$ cat config.mk
export PLATFORM = sky130hd
export DESIGN_NAME = sensor_image_text_stream_deframer_unit
export DESIGN_NICKNAME = d
export VERILOG_FILES = /design/src/hdl/sitd_pkg.sv /design/src/hdl/sensor_image_text_stream_deframer_unit.sv /design/src/hdl/sitd_parser.sv
export SDC_FILE = /design/constraint.sdc
export NUM_CORES = 1
export LEC_CHECK = 0
export BUFFER_PORTS_ARGS = -buffer_cell sky130_fd_sc_hd__buf_2
export CAP_MARGIN = 20
export CORE_MARGIN = 2
export CORE_UTILIZATION = 45
export DETAILED_ROUTE_END_ITERATION = 10
export HOLD_SLACK_MARGIN = 0.03
export PLACE_DENSITY = 0.71
export SYNTH_ARGS = -nofsm -noshare
export SYNTH_HDL_FRONTEND = slang
export SYNTH_SLANG_ARGS = --single-unit
$ cat constraint.sdc
create_clock -name clk -period 17 [get_ports clk]
set_input_delay 4.25 -clock clk [delete_from_list [all_inputs] [get_ports clk]]
set_output_delay 4.25 -clock clk [all_outputs]
set_load 0.005 [all_outputs]
$ cat src/hdl/sitd_pkg.sv
`timescale 1ns / 1ps
`default_nettype none
// ----------------------------------------------------------------------------
// sitd_pkg: shared types and constants of the stream deframer
// Result kinds, parser modes, record field offsets, the result bundle and
// the light percentage helper.
// ----------------------------------------------------------------------------
package sitd_pkg;

    localparam int RECORD_BYTES_DEF  = 36;
    localparam int LENGTH_DIGITS_DEF = 7;

    localparam logic [7:0] SYNC_RESET = 8'hBB;
    localparam logic [7:0] NEWLINE    = 8'h0A;
    localparam logic [7:0] ASCII_ZERO = 8'h30;
    localparam logic [7:0] ASCII_NINE = 8'h39;

    // Byte offsets inside a sensor record
    localparam int TEMP_POS  = 4;
    localparam int HUMI_POS  = 6;
    localparam int LIGHT_POS = 20;

    localparam logic [31:0] LIGHT_FULL    = 32'd1000;
    localparam logic [6:0]  PERCENT_FULL  = 7'd100;
    localparam logic [15:0] COUNT_MAX     = 16'hFFFF;
    // x / 10 == (x * 205) >> 11 for every x up to 1000
    localparam logic [7:0]  RECIP_TEN     = 8'd205;
    localparam int          RECIP_SHIFT   = 11;

    typedef enum logic [1:0] {
        KIND_RECORD  = 2'd0,
        KIND_HEADER  = 2'd1,
        KIND_PAYLOAD = 2'd2,
        KIND_LINE    = 2'd3
    } kind_t;

    typedef enum logic [4:0] {
        MODE_IDLE    = 5'b00001,
        MODE_RECORD  = 5'b00010,
        MODE_DIGITS  = 5'b00100,
        MODE_PAYLOAD = 5'b01000,
        MODE_TEXT    = 5'b10000
    } mode_t;

    typedef struct packed {
        kind_t       kind;
        logic [15:0] temperature;
        logic [15:0] humidity;
        logic [31:0] light_level;
        logic [6:0]  light_percent;
        logic [23:0] image_length;
        logic [7:0]  payload_byte;
        logic        payload_last;
        logic [15:0] line_length;
    } result_t;

    function automatic logic [6:0] light_to_percent(input logic [31:0] light);
        logic [17:0] prod;
        prod = {8'd0, light[9:0]} * {10'd0, RECIP_TEN};
        if (light > LIGHT_FULL)
            return PERCENT_FULL;
        return prod[RECIP_SHIFT +: 7];
    endfunction

endpackage
`default_nettype wire

$ cat src/hdl/sensor_image_text_stream_deframer_unit.sv
`timescale 1ns / 1ps
`default_nettype none
// ----------------------------------------------------------------------------
// sensor_image_text_stream_deframer_unit: byte stream deframer
// Usage:
//   rx channel (rx_valid/rx_ready/rx_byte) takes one received byte per
//   transfer. The res channel (res_valid/res_ready plus one port per field)
//   gives at most one result per byte: a finished sensor record, an image
//   length header, one image payload byte, or the length of a text line.
//   Fields that do not belong to the result kind read as zero. Results are
//   registered as their byte transfers. Throughput: one byte per cycle unless
//   stalled, set by the single parse-state register loop; bytes that cause no
//   result vanish silently. The result register parts the two sides: rx_ready
//   is high whenever the result register is empty or is being drained in the
//   same cycle, so a stalled receiver holds res_valid and the result steady
//   and back-pressures the byte input only while a result waits. Reset:
//   parser returns to idle with all captured fields and counters at zero, the
//   result register empties, and sync_byte returns to 0xBB. sync_byte is
//   written through sync_byte_we/sync_byte_wdata while idle; the user must
//   keep to that, as the block does not enforce it.
// ----------------------------------------------------------------------------
module sensor_image_text_stream_deframer_unit #(
    parameter int RECORD_BYTES  = sitd_pkg::RECORD_BYTES_DEF,
    parameter int LENGTH_DIGITS = sitd_pkg::LENGTH_DIGITS_DEF
) (
    input  wire logic        clk,
    input  wire logic        rst_n,
    // configuration
    input  wire logic        sync_byte_we,
    input  wire logic [7:0]  sync_byte_wdata,
    // byte input
    input  wire logic        rx_valid,
    output logic             rx_ready,
    input  wire logic [7:0]  rx_byte,
    // results
    output logic             res_valid,
    input  wire logic        res_ready,
    output logic [1:0]       out_kind,
    output logic [15:0]      temperature,
    output logic [15:0]      humidity,
    output logic [31:0]      light_level,
    output logic [6:0]       light_percent,
    output logic [23:0]      image_length,
    output logic [7:0]       payload_byte,
    output logic             payload_last,
    output logic [15:0]      line_length
);

    logic [7:0]        sync_reg;
    logic              res_valid_reg, res_valid_next;
    sitd_pkg::result_t res_reg, res_next;
    sitd_pkg::result_t parse_res;
    logic              parse_fire;
    logic              rx_take;

    // Accept a byte whenever the result slot is free or drains this cycle
    assign rx_ready = !res_valid_reg || res_ready;
    assign rx_take  = rx_valid && rx_ready;

    sitd_parser #(
        .RECORD_BYTES  (RECORD_BYTES),
        .LENGTH_DIGITS (LENGTH_DIGITS)
    ) u_parser (
        .clk       (clk),
        .rst_n     (rst_n),
        .take      (rx_take),
        .rx_byte   (rx_byte),
        .sync_byte (sync_reg),
        .res       (parse_res),
        .res_fire  (parse_fire)
    );

    // Result slot: load on a producing transfer, drop when taken, else hold
    always_comb
    begin
        res_valid_next = res_valid_reg;
        res_next       = res_reg;
        if (rx_ready)
        begin
            res_valid_next = rx_take && parse_fire;
            if (rx_take && parse_fire)
                res_next = parse_res;
        end
    end

    always_ff @(posedge clk or negedge rst_n)
    begin
        if (!rst_n)
        begin
            res_valid_reg <= 1'b0;
            sync_reg      <= sitd_pkg::SYNC_RESET;
        end
        else
        begin
            res_valid_reg <= res_valid_next;
            if (sync_byte_we)
                sync_reg <= sync_byte_wdata;
        end
    end

    // Payload register: no reset needed
    always_ff @(posedge clk)
    begin
        res_reg <= res_next;
    end

    assign res_valid     = res_valid_reg;
    assign out_kind      = res_reg.kind;
    assign temperature   = res_reg.temperature;
    assign humidity      = res_reg.humidity;
    assign light_level   = res_reg.light_level;
    assign light_percent = res_reg.light_percent;
    assign image_length  = res_reg.image_length;
    assign payload_byte  = res_reg.payload_byte;
    assign payload_last  = res_reg.payload_last;
    assign line_length   = res_reg.line_length;

endmodule
`default_nettype wire

$ cat src/hdl/sitd_parser.sv
`timescale 1ns / 1ps
`default_nettype none
// ----------------------------------------------------------------------------
// sitd_parser: frame state and field capture
// Holds the parse state, updates it once per transferred byte and flags a
// result when that byte completes a record, header, payload byte or line.
// ----------------------------------------------------------------------------
module sitd_parser #(
    parameter int RECORD_BYTES  = sitd_pkg::RECORD_BYTES_DEF,
    parameter int LENGTH_DIGITS = sitd_pkg::LENGTH_DIGITS_DEF
) (
    input  wire logic              clk,
    input  wire logic              rst_n,
    input  wire logic              take,
    input  wire logic [7:0]        rx_byte,
    input  wire logic [7:0]        sync_byte,
    output sitd_pkg::result_t      res,
    output logic                   res_fire
);

    localparam int IDX_W = $clog2(RECORD_BYTES);

    sitd_pkg::mode_t mode_reg, mode_next;
    logic [IDX_W-1:0] idx_reg, idx_next, idx_inc;
    logic [15:0] temp_reg, temp_next;
    logic [15:0] humi_reg, humi_next;
    logic [31:0] light_reg, light_next;
    logic [23:0] accum_reg, accum_next, accum_step;
    logic [23:0] remain_reg, remain_next, remain_dec;
    logic [15:0] text_reg, text_next, text_inc;
    logic        is_digit;
    logic [3:0]  digit_val;

    assign is_digit   = (rx_byte >= sitd_pkg::ASCII_ZERO) && (rx_byte <= sitd_pkg::ASCII_NINE);
    assign digit_val  = 4'(rx_byte - sitd_pkg::ASCII_ZERO);
    assign accum_step = (accum_reg << 3) + (accum_reg << 1) + {20'd0, digit_val};
    assign idx_inc    = idx_reg + 1'b1;
    assign text_inc   = (text_reg == sitd_pkg::COUNT_MAX) ? text_reg : text_reg + 16'd1;
    assign remain_dec = (remain_reg == 24'd0) ? 24'd0 : remain_reg - 24'd1;

    always_comb
    begin
        mode_next   = mode_reg;
        idx_next    = idx_reg;
        temp_next   = temp_reg;
        humi_next   = humi_reg;
        light_next  = light_reg;
        accum_next  = accum_reg;
        remain_next = remain_reg;
        text_next   = text_reg;
        res         = '0;
        res_fire    = 1'b0;

        if (take)
        begin
            unique case (mode_reg)
                sitd_pkg::MODE_RECORD:
                begin
                    if (idx_reg == IDX_W'(sitd_pkg::TEMP_POS)
                        || idx_reg == IDX_W'(sitd_pkg::TEMP_POS + 1))
                        temp_next = {temp_reg[7:0], rx_byte};
                    else if (idx_reg == IDX_W'(sitd_pkg::HUMI_POS)
                             || idx_reg == IDX_W'(sitd_pkg::HUMI_POS + 1))
                        humi_next = {humi_reg[7:0], rx_byte};
                    else if (idx_reg == IDX_W'(sitd_pkg::LIGHT_POS))
                        light_next = {24'd0, rx_byte};
                    else if (idx_reg == IDX_W'(sitd_pkg::LIGHT_POS + 1))
                        light_next[15:8] = rx_byte;
                    else if (idx_reg == IDX_W'(sitd_pkg::LIGHT_POS + 2))
                        light_next[23:16] = rx_byte;
                    else if (idx_reg == IDX_W'(sitd_pkg::LIGHT_POS + 3))
                        light_next[31:24] = rx_byte;

                    if (idx_reg == IDX_W'(RECORD_BYTES - 1))
                    begin
                        res_fire          = 1'b1;
                        res.kind          = sitd_pkg::KIND_RECORD;
                        res.temperature   = temp_next;
                        res.humidity      = humi_next;
                        res.light_level   = light_next;
                        res.light_percent = sitd_pkg::light_to_percent(light_next);
                        mode_next         = sitd_pkg::MODE_IDLE;
                        idx_next          = '0;
                    end
                    else
                        idx_next = idx_inc;
                end

                sitd_pkg::MODE_DIGITS:
                begin
                    if (is_digit)
                    begin
                        accum_next = accum_step;
                        text_next  = text_inc;
                        idx_next   = idx_inc;
                        if (idx_inc >= IDX_W'(LENGTH_DIGITS))
                        begin
                            res_fire         = 1'b1;
                            res.kind         = sitd_pkg::KIND_HEADER;
                            res.image_length = accum_step;
                            remain_next      = accum_step;
                            mode_next        = (accum_step != 24'd0) ? sitd_pkg::MODE_PAYLOAD
                                                                     : sitd_pkg::MODE_IDLE;
                            text_next        = '0;
                            idx_next         = '0;
                        end
                    end
                    else
                    begin
                        // broken header: the digits so far become text
                        idx_next = '0;
                        if (rx_byte == sitd_pkg::NEWLINE)
                        begin
                            res_fire        = 1'b1;
                            res.kind        = sitd_pkg::KIND_LINE;
                            res.line_length = text_reg;
                            text_next       = '0;
                            mode_next       = sitd_pkg::MODE_IDLE;
                        end
                        else
                        begin
                            text_next = text_inc;
                            mode_next = sitd_pkg::MODE_TEXT;
                        end
                    end
                end

                sitd_pkg::MODE_PAYLOAD:
                begin
                    res_fire         = 1'b1;
                    res.kind         = sitd_pkg::KIND_PAYLOAD;
                    res.payload_byte = rx_byte;
                    remain_next      = remain_dec;
                    if (remain_dec == 24'd0)
                    begin
                        res.payload_last = 1'b1;
                        mode_next        = sitd_pkg::MODE_IDLE;
                    end
                end

                sitd_pkg::MODE_TEXT:
                begin
                    if (rx_byte == sitd_pkg::NEWLINE)
                    begin
                        res_fire        = 1'b1;
                        res.kind        = sitd_pkg::KIND_LINE;
                        res.line_length = text_reg;
                        text_next       = '0;
                        mode_next       = sitd_pkg::MODE_IDLE;
                    end
                    else
                        text_next = text_inc;
                end

                default:
                begin
                    // idle, and any code that is not a mode
                    mode_next = sitd_pkg::MODE_IDLE;
                    if (rx_byte == sync_byte)
                    begin
                        mode_next = sitd_pkg::MODE_RECORD;
                        idx_next  = IDX_W'(1);
                    end
                    else if (is_digit)
                    begin
                        accum_next = {20'd0, digit_val};
                        text_next  = 16'd1;
                        idx_next   = IDX_W'(1);
                        if (LENGTH_DIGITS <= 1)
                        begin
                            res_fire         = 1'b1;
                            res.kind         = sitd_pkg::KIND_HEADER;
                            res.image_length = {20'd0, digit_val};
                            remain_next      = {20'd0, digit_val};
                            mode_next        = (digit_val != 4'd0) ? sitd_pkg::MODE_PAYLOAD
                                                                   : sitd_pkg::MODE_IDLE;
                            text_next        = '0;
                            idx_next         = '0;
                        end
                        else
                            mode_next = sitd_pkg::MODE_DIGITS;
                    end
                    else if (rx_byte != sitd_pkg::NEWLINE)
                    begin
                        text_next = 16'd1;
                        mode_next = sitd_pkg::MODE_TEXT;
                    end
                end
            endcase
        end
    end

    always_ff @(posedge clk or negedge rst_n)
    begin
        if (!rst_n)
        begin
            mode_reg   <= sitd_pkg::MODE_IDLE;
            idx_reg    <= '0;
            temp_reg   <= '0;
            humi_reg   <= '0;
            light_reg  <= '0;
            accum_reg  <= '0;
            remain_reg <= '0;
            text_reg   <= '0;
        end
        else
        begin
            mode_reg   <= mode_next;
            idx_reg    <= idx_next;
            temp_reg   <= temp_next;
            humi_reg   <= humi_next;
            light_reg  <= light_next;
            accum_reg  <= accum_next;
            remain_reg <= remain_next;
            text_reg   <= text_next;
        end
    end

endmodule
`default_nettype wire

# Yosys cells after proc, flatten, opt, wreduce, memory -nomap -nowiden
# Cells that the tools add are included.
# word_totals
reg_bits	269
in_bits	21
# classes
n_mux	67
reduce_logical	26
mul	1
n_eq_ne	25
order_cmp	4
n_addsub	6
n_bitwise	3
# ops
operator	n
16-bit two-way mux	13
32-bit two-way mux	4
24-bit two-way mux	4
23-bit two-way mux	3
24-bit logical NOT	2
16-bit case mux with 3 select lines	1
24-bit case mux with 2 select lines	1
23-bit case mux with 2 select lines	1
5-bit two-way mux	9
8-bit two-way mux	5
32-bit by 10-bit greater-than comparator with 1-bit output (second input constant)	1
16-bit case mux with 2 select lines	1
6-bit two-way mux	5
24-bit adder	1
24-bit by 4-bit adder with 24-bit output	1
6-bit by 3-bit equality test with 1-bit output (second input constant)	4
6-bit by 5-bit equality test with 1-bit output (second input constant)	4
24-bit nonzero test	1
24-bit by 1-bit subtractor with 24-bit output (second input constant)	1
5-bit case mux with 4 select lines	1
10-bit by 8-bit multiplier with 18-bit output (second input constant)	1
6-bit case mux with 3 select lines	1
16-bit by 1-bit adder with 16-bit output (second input constant)	1
16-bit equality test (second input constant)	1
other kinds (34)	65

# Depth between registers and ports, before layout
# depth
depth_word	15
ltp_mapped	25
depth_no_buf	24

# By module
# Synthesis repeated with hierarchy kept, for this count alone.
# hier_totals
hier_cells	1506
area_unflattened_um2	15598.7
# by_module_without_submodules
mod	cells_per_inst	area_each_um2	instances
sitd_parser	1361	11544.8	1
sensor_image_text_stream_deframer_unit	145	4053.9	1

# Worst setup path before layout
# No wires, ideal clock.
# synth_path
path_type	input port to flip-flop
start	in rx_byte[2]
end	reg res_reg, in the netlist humidity[0] (enable)
path_buffers	1
setup_ns	0.645
slack_ns	5.205
path_stages	6
t_arrival_ns	11.150
t_required_ns	16.355
cell_sequence	clkbuf_1 > nand3b_1 > or3_1 > o21ai_0 > o21ai_0 > a21oi_1
# synth_between
elab_chain_len	7
# synth_rtl
item	line_no	source
start, declared	sensor_image_text_stream_deframer_unit.sv:34	input wire logic [7:0] rx_byte,
8-bit by 6-bit >= comparator with 1-bit output, or another cell as far along	sitd_parser.sv:34	assign is_digit = (rx_byte >= sitd_pkg::ASCII_ZERO) && (rx_byte <= sitd_pkg::ASCII_NINE);
1-bit logical AND / 1-bit two-way mux (equally long branches)	sitd_parser.sv:34, sitd_parser.sv:112, sitd_parser.sv:143	
1-bit two-way mux	sitd_parser.sv:91	if (is_digit)
1-bit case mux with 4 select lines (*)	sitd_parser.sv:56	unique case (mode_reg)
1-bit two-way mux (*)	sitd_parser.sv:54	if (take)
1-bit logical AND (*)	sensor_image_text_stream_deframer_unit.sv:81	if (rx_take && parse_fire)
2-bit AND reduction (no line) (*)	--	
end signal, assigned	sensor_image_text_stream_deframer_unit.sv:104	res_reg <= res_next;
end, declared	sensor_image_text_stream_deframer_unit.sv:51	sitd_pkg::result_t res_reg, res_next;
# Every way passes the cells marked *; elsewhere a longest branch is shown, timed or not.
# A chain may end at the register's enable or synchronous reset.

# Worst setup path in the final report
# layout_path
start	in res_ready
end	out rx_ready
# layout_between
elab_chain_len	1
# layout_rtl
item	line_no	source
start, declared	sensor_image_text_stream_deframer_unit.sv:37	input wire logic res_ready,
1-bit logical OR	sensor_image_text_stream_deframer_unit.sv:57	assign rx_ready = !res_valid_reg || res_ready;
end, declared	sensor_image_text_stream_deframer_unit.sv:33	output logic rx_ready,
# No other way between the ends.

==> results.sh <==
export IMPL_ir_drop_mv=0.0766
export IMPL_maxSlewHeadroom_pct=24.6
export IMPL_dr_total_vias=12000
export IMPL_cts_htree_levels=1
export IMPL_ant_nets=0
export IMPL_setup_slack_ns=8.14
export IMPL_tns_ns=0
export IMPL_dp_cells=2032
export IMPL_finalCritPeriodShare_pct=52.1
export IMPL_synth_seq_area_share_pct=48.0
export IMPL_crit_chain="buf_2 > inv_1 > nand2_1 > buf_2"
export IMPL_endpoint_kind="output pin"
export IMPL_grt_pass1_vias=11500
export IMPL_drc_errors=0
export IMPL_crit_family="buffers and inverters"
export IMPL_startpoint_type="input pin"
export IMPL_cts_reportedPaths_clkPinSlew_ns=0.06
export IMPL_path_common_cell="buf_2"
export IMPL_io_pins=145
export IMPL_start_util_pct=45.6
export IMPL_place_ws_ns=7.59
export IMPL_critPathArrivalTime_ns=4.61
export IMPL_rsz0062_at_grt="no"
export IMPL_synth_edf_count=122
export IMPL_synth_nets=1643
export IMPL_post_cts_buffers=0
export IMPL_area_growth_pct=13.3
export IMPL_wl_per_cell_um=18.5
export IMPL_grt_pass1_wl_um=62500
export IMPL_fin_nets=1753
export IMPL_dieArea_um2=35500
export IMPL_period_needed_ns=8.86
export IMPL_critPathBufInv=3
export IMPL_p_leak_nw=7.60
export IMPL_netlist_cell_type_count=76
export IMPL_insertion_delay_ns=0.57
export IMPL_p_per_area_nw_per_um2=90.7
export IMPL_synth_area_um2=15300
export IMPL_hold_class="reg2reg"
export IMPL_grt_max_degree=78
export IMPL_yosysWarnings=0
export IMPL_ctsResizeCount=0
export IMPL_critPathMaxStageDelay_ns=0.13
export IMPL_drv_cap=0
export IMPL_final_util_pct=51.7
export IMPL_syn_avg_cell_area_um2=10.2
export IMPL_ys_seq_elements=269
export IMPL_cts_tree="done"
export IMPL_hold_viol=0
export IMPL_report_final_slew_viol_count=0
export IMPL_cp_max_fo=3
export IMPL_worst_path_max_delay_cell="buf_2"
export IMPL_critPathKind="in2out"
export IMPL_hpwl_um=27000
export IMPL_synth_async_reset_ratio_pct=54.6
export IMPL_final_cell_mix="nand2_1 (159), nor2_1 (147), buf_2 (143)"
export IMPL_final_common_cell="nand2_1"
export IMPL_track_usage_pct=21.7
export IMPL_drive_above_1_share_pct=16.7
export IMPL_cts_hold_buf=0
export IMPL_cts_made_buffers=27
export IMPL_rows=67
export IMPL_grt_remaining_overflow=0
export IMPL_cts_path_max_buffers=3
export IMPL_via_per_inst=5.76
export IMPL_tightest_slew_ns=1.13
export IMPL_gp_congestion=0.905
export IMPL_status="complete, no violations"
export IMPL_crit_required_ns=12.75
export IMPL_cts_root_buf="clkbuf_16"
export IMPL_die_x_um=188
export IMPL_fin_cells=2085
export IMPL_syn_instance_count=1505
export IMPL_clock_skew_ns=0.0229
export IMPL_setup_violations=0
export IMPL_synth_ff_type="dfrtp_1"
export IMPL_cts_sinks=269
export IMPL_first_pass_iters=5
export IMPL_drtIter0Drc=1032
export IMPL_grt_antenna_before_repair=1
export IMPL_max_freq_mhz=113
export IMPL_routed_wl_um=38500
export IMPL_core_area_um2=33500
export IMPL_die_y_um=188
export IMPL_port_buffers=144
## power by group
group	internal [mW]	switching [mW]
clock network	0.343	0.262
logic	0.0866	0.156
registers	0.697	0.0273
## Yosys cell counts, drive strengths merged, types with 3 or more instances
cell | n | area (um^2)
a21oi | 107 | 539
a32o | 22 | 220
o21ai | 106 | 531
a22o | 9 | 78.8
and4b | 4 | 40.0
xor2 | 25 | 219
a32oi | 4 | 35.0
nand2b | 3 | 18.8
nor2 | 150 | 587
a22oi | 7 | 52.6
nor2b | 16 | 100
nand4 | 12 | 75.1
and2 | 23 | 144
nand3 | 48 | 240
edfxtp | 122 | 3660
a31oi | 18 | 113
fa | 18 | 360
a211oi | 7 | 52.6
dfrtp | 140 | 3500
o31ai | 6 | 45.0
mux2 | 41 | 462
ha | 99 | 1240
or2 | 6 | 37.5
clkbuf | 71 | 267
mux2i | 27 | 270
buf | 8 | 53.8
a21o | 14 | 105
and3 | 20 | 125
inv | 69 | 259
a211o | 3 | 26.3
o41ai | 3 | 26.3
nand2 | 159 | 597
and4 | 7 | 61.3
a41oi | 4 | 35.0
or3 | 5 | 36.3
nor4 | 14 | 103
o211ai | 6 | 45.0
nor4bb | 3 | 30.0
o21a | 9 | 67.6
nand3b | 4 | 30.0
nor3 | 28 | 150
or4 | 4 | 30.0
xnor2 | 18 | 158
dfstp | 7 | 184
o32a | 3 | 30.0
## final timing paths
| path | startpoint | to | slack [ns] | cells after the start |
|---|---|---|---|---|
| max in group asynchronous | rst_n | u_parser.idx_reg[2] | 11.82 | 2 |
| worst max register to register | u_parser.idx_reg[4] | light_percent[4] | 10.77 | 23 |
| worst min register to register | u_parser.light_reg[1] | u_parser.light_reg[1] | 0.48 | 2 |
| min in group asynchronous | rst_n | u_parser.accum_reg[11] | 3.70 | 1 |
| worst max-delay path | res_ready | rx_ready | 8.14 | 4 |
| worst min-delay path | u_parser.light_reg[1] | u_parser.light_reg[1] | 0.48 | 2 |
## kinds of logic (layout without fill, tap and decap cells)
kind of cell / count (synthesis) / after routing / synth area share (%)
AO/OA/AOI/OAI: 347 / 347 / 14.3
flip-flops: 269 / 269 / 48.0
AND/OR/NAND/NOR: 513 / 513 / 16.2
buffers and inverters: 148 / 279 / 3.79
multiplexers: 68 / 68 / 4.78
other: 0 / 1 / 0
adder cells (fa/ha/maj): 117 / 117 / 10.5
XOR/XNOR: 43 / 43 / 2.46
## cell type report
| class | instances | area, um^2 |
|---|---|---|
| tap | 448 | 561 |
| antenna | 1 | 2.50 |
| clock inverter | 20 | 193 |
| multi-input combinational | 1088 | 7400 |
| timing repair buffer | 160 | 862 |
| sequential | 269 | 7350 |
| inverter | 69 | 259 |
| clock buffer | 30 | 697 |
| fill | 3044 | 16200 |
## routing by layer
metal / vias to the layer above / global-route usage, % / part of all wire, %
met5: - / 0 / 0
met4: 0 / 7.03 / 2.9
met3: 71 / 2.51 / 6.9
met2: 445 / 33.8 / 46
met1: 5833 / 31.7 / 45
li1: 5653 / - / -
## per-stage QoR
step                hold WS [ns]  total power, mW  area (um^2)
finish                     0.480             1.57        17300
global route               0.517             1.64        17300
CTS                        0.484             1.58        17300
detailed placement         0.470            0.974        16400
global placement           0.457            0.968        16400
floorplan                  0.442            0.914        15300
## worst reg2reg max path, stage by stage (launching register included)
cell and delay, ns:
dfrtp_1 0.49, nor4bb_1 0.35, buf_4 0.24, and2_1 0.50
mux2i_1 0.33, inv_1 0.12, ha_1 0.31, inv_1 0.07
fa_1 0.55, inv_1 0.06, fa_1 0.53, inv_1 0.06
fa_1 0.52, inv_1 0.04, ha_1 0.30, a21o_1 0.19
a21o_1 0.19, nor2b_1 0.13, a21oi_1 0.20, nand3b_1 0.16
a21o_1 0.22, a21oi_1 0.18, nand2_1 0.07, and4b_1 0.17
No activity file was read; power rests on OpenSTA's default activity.
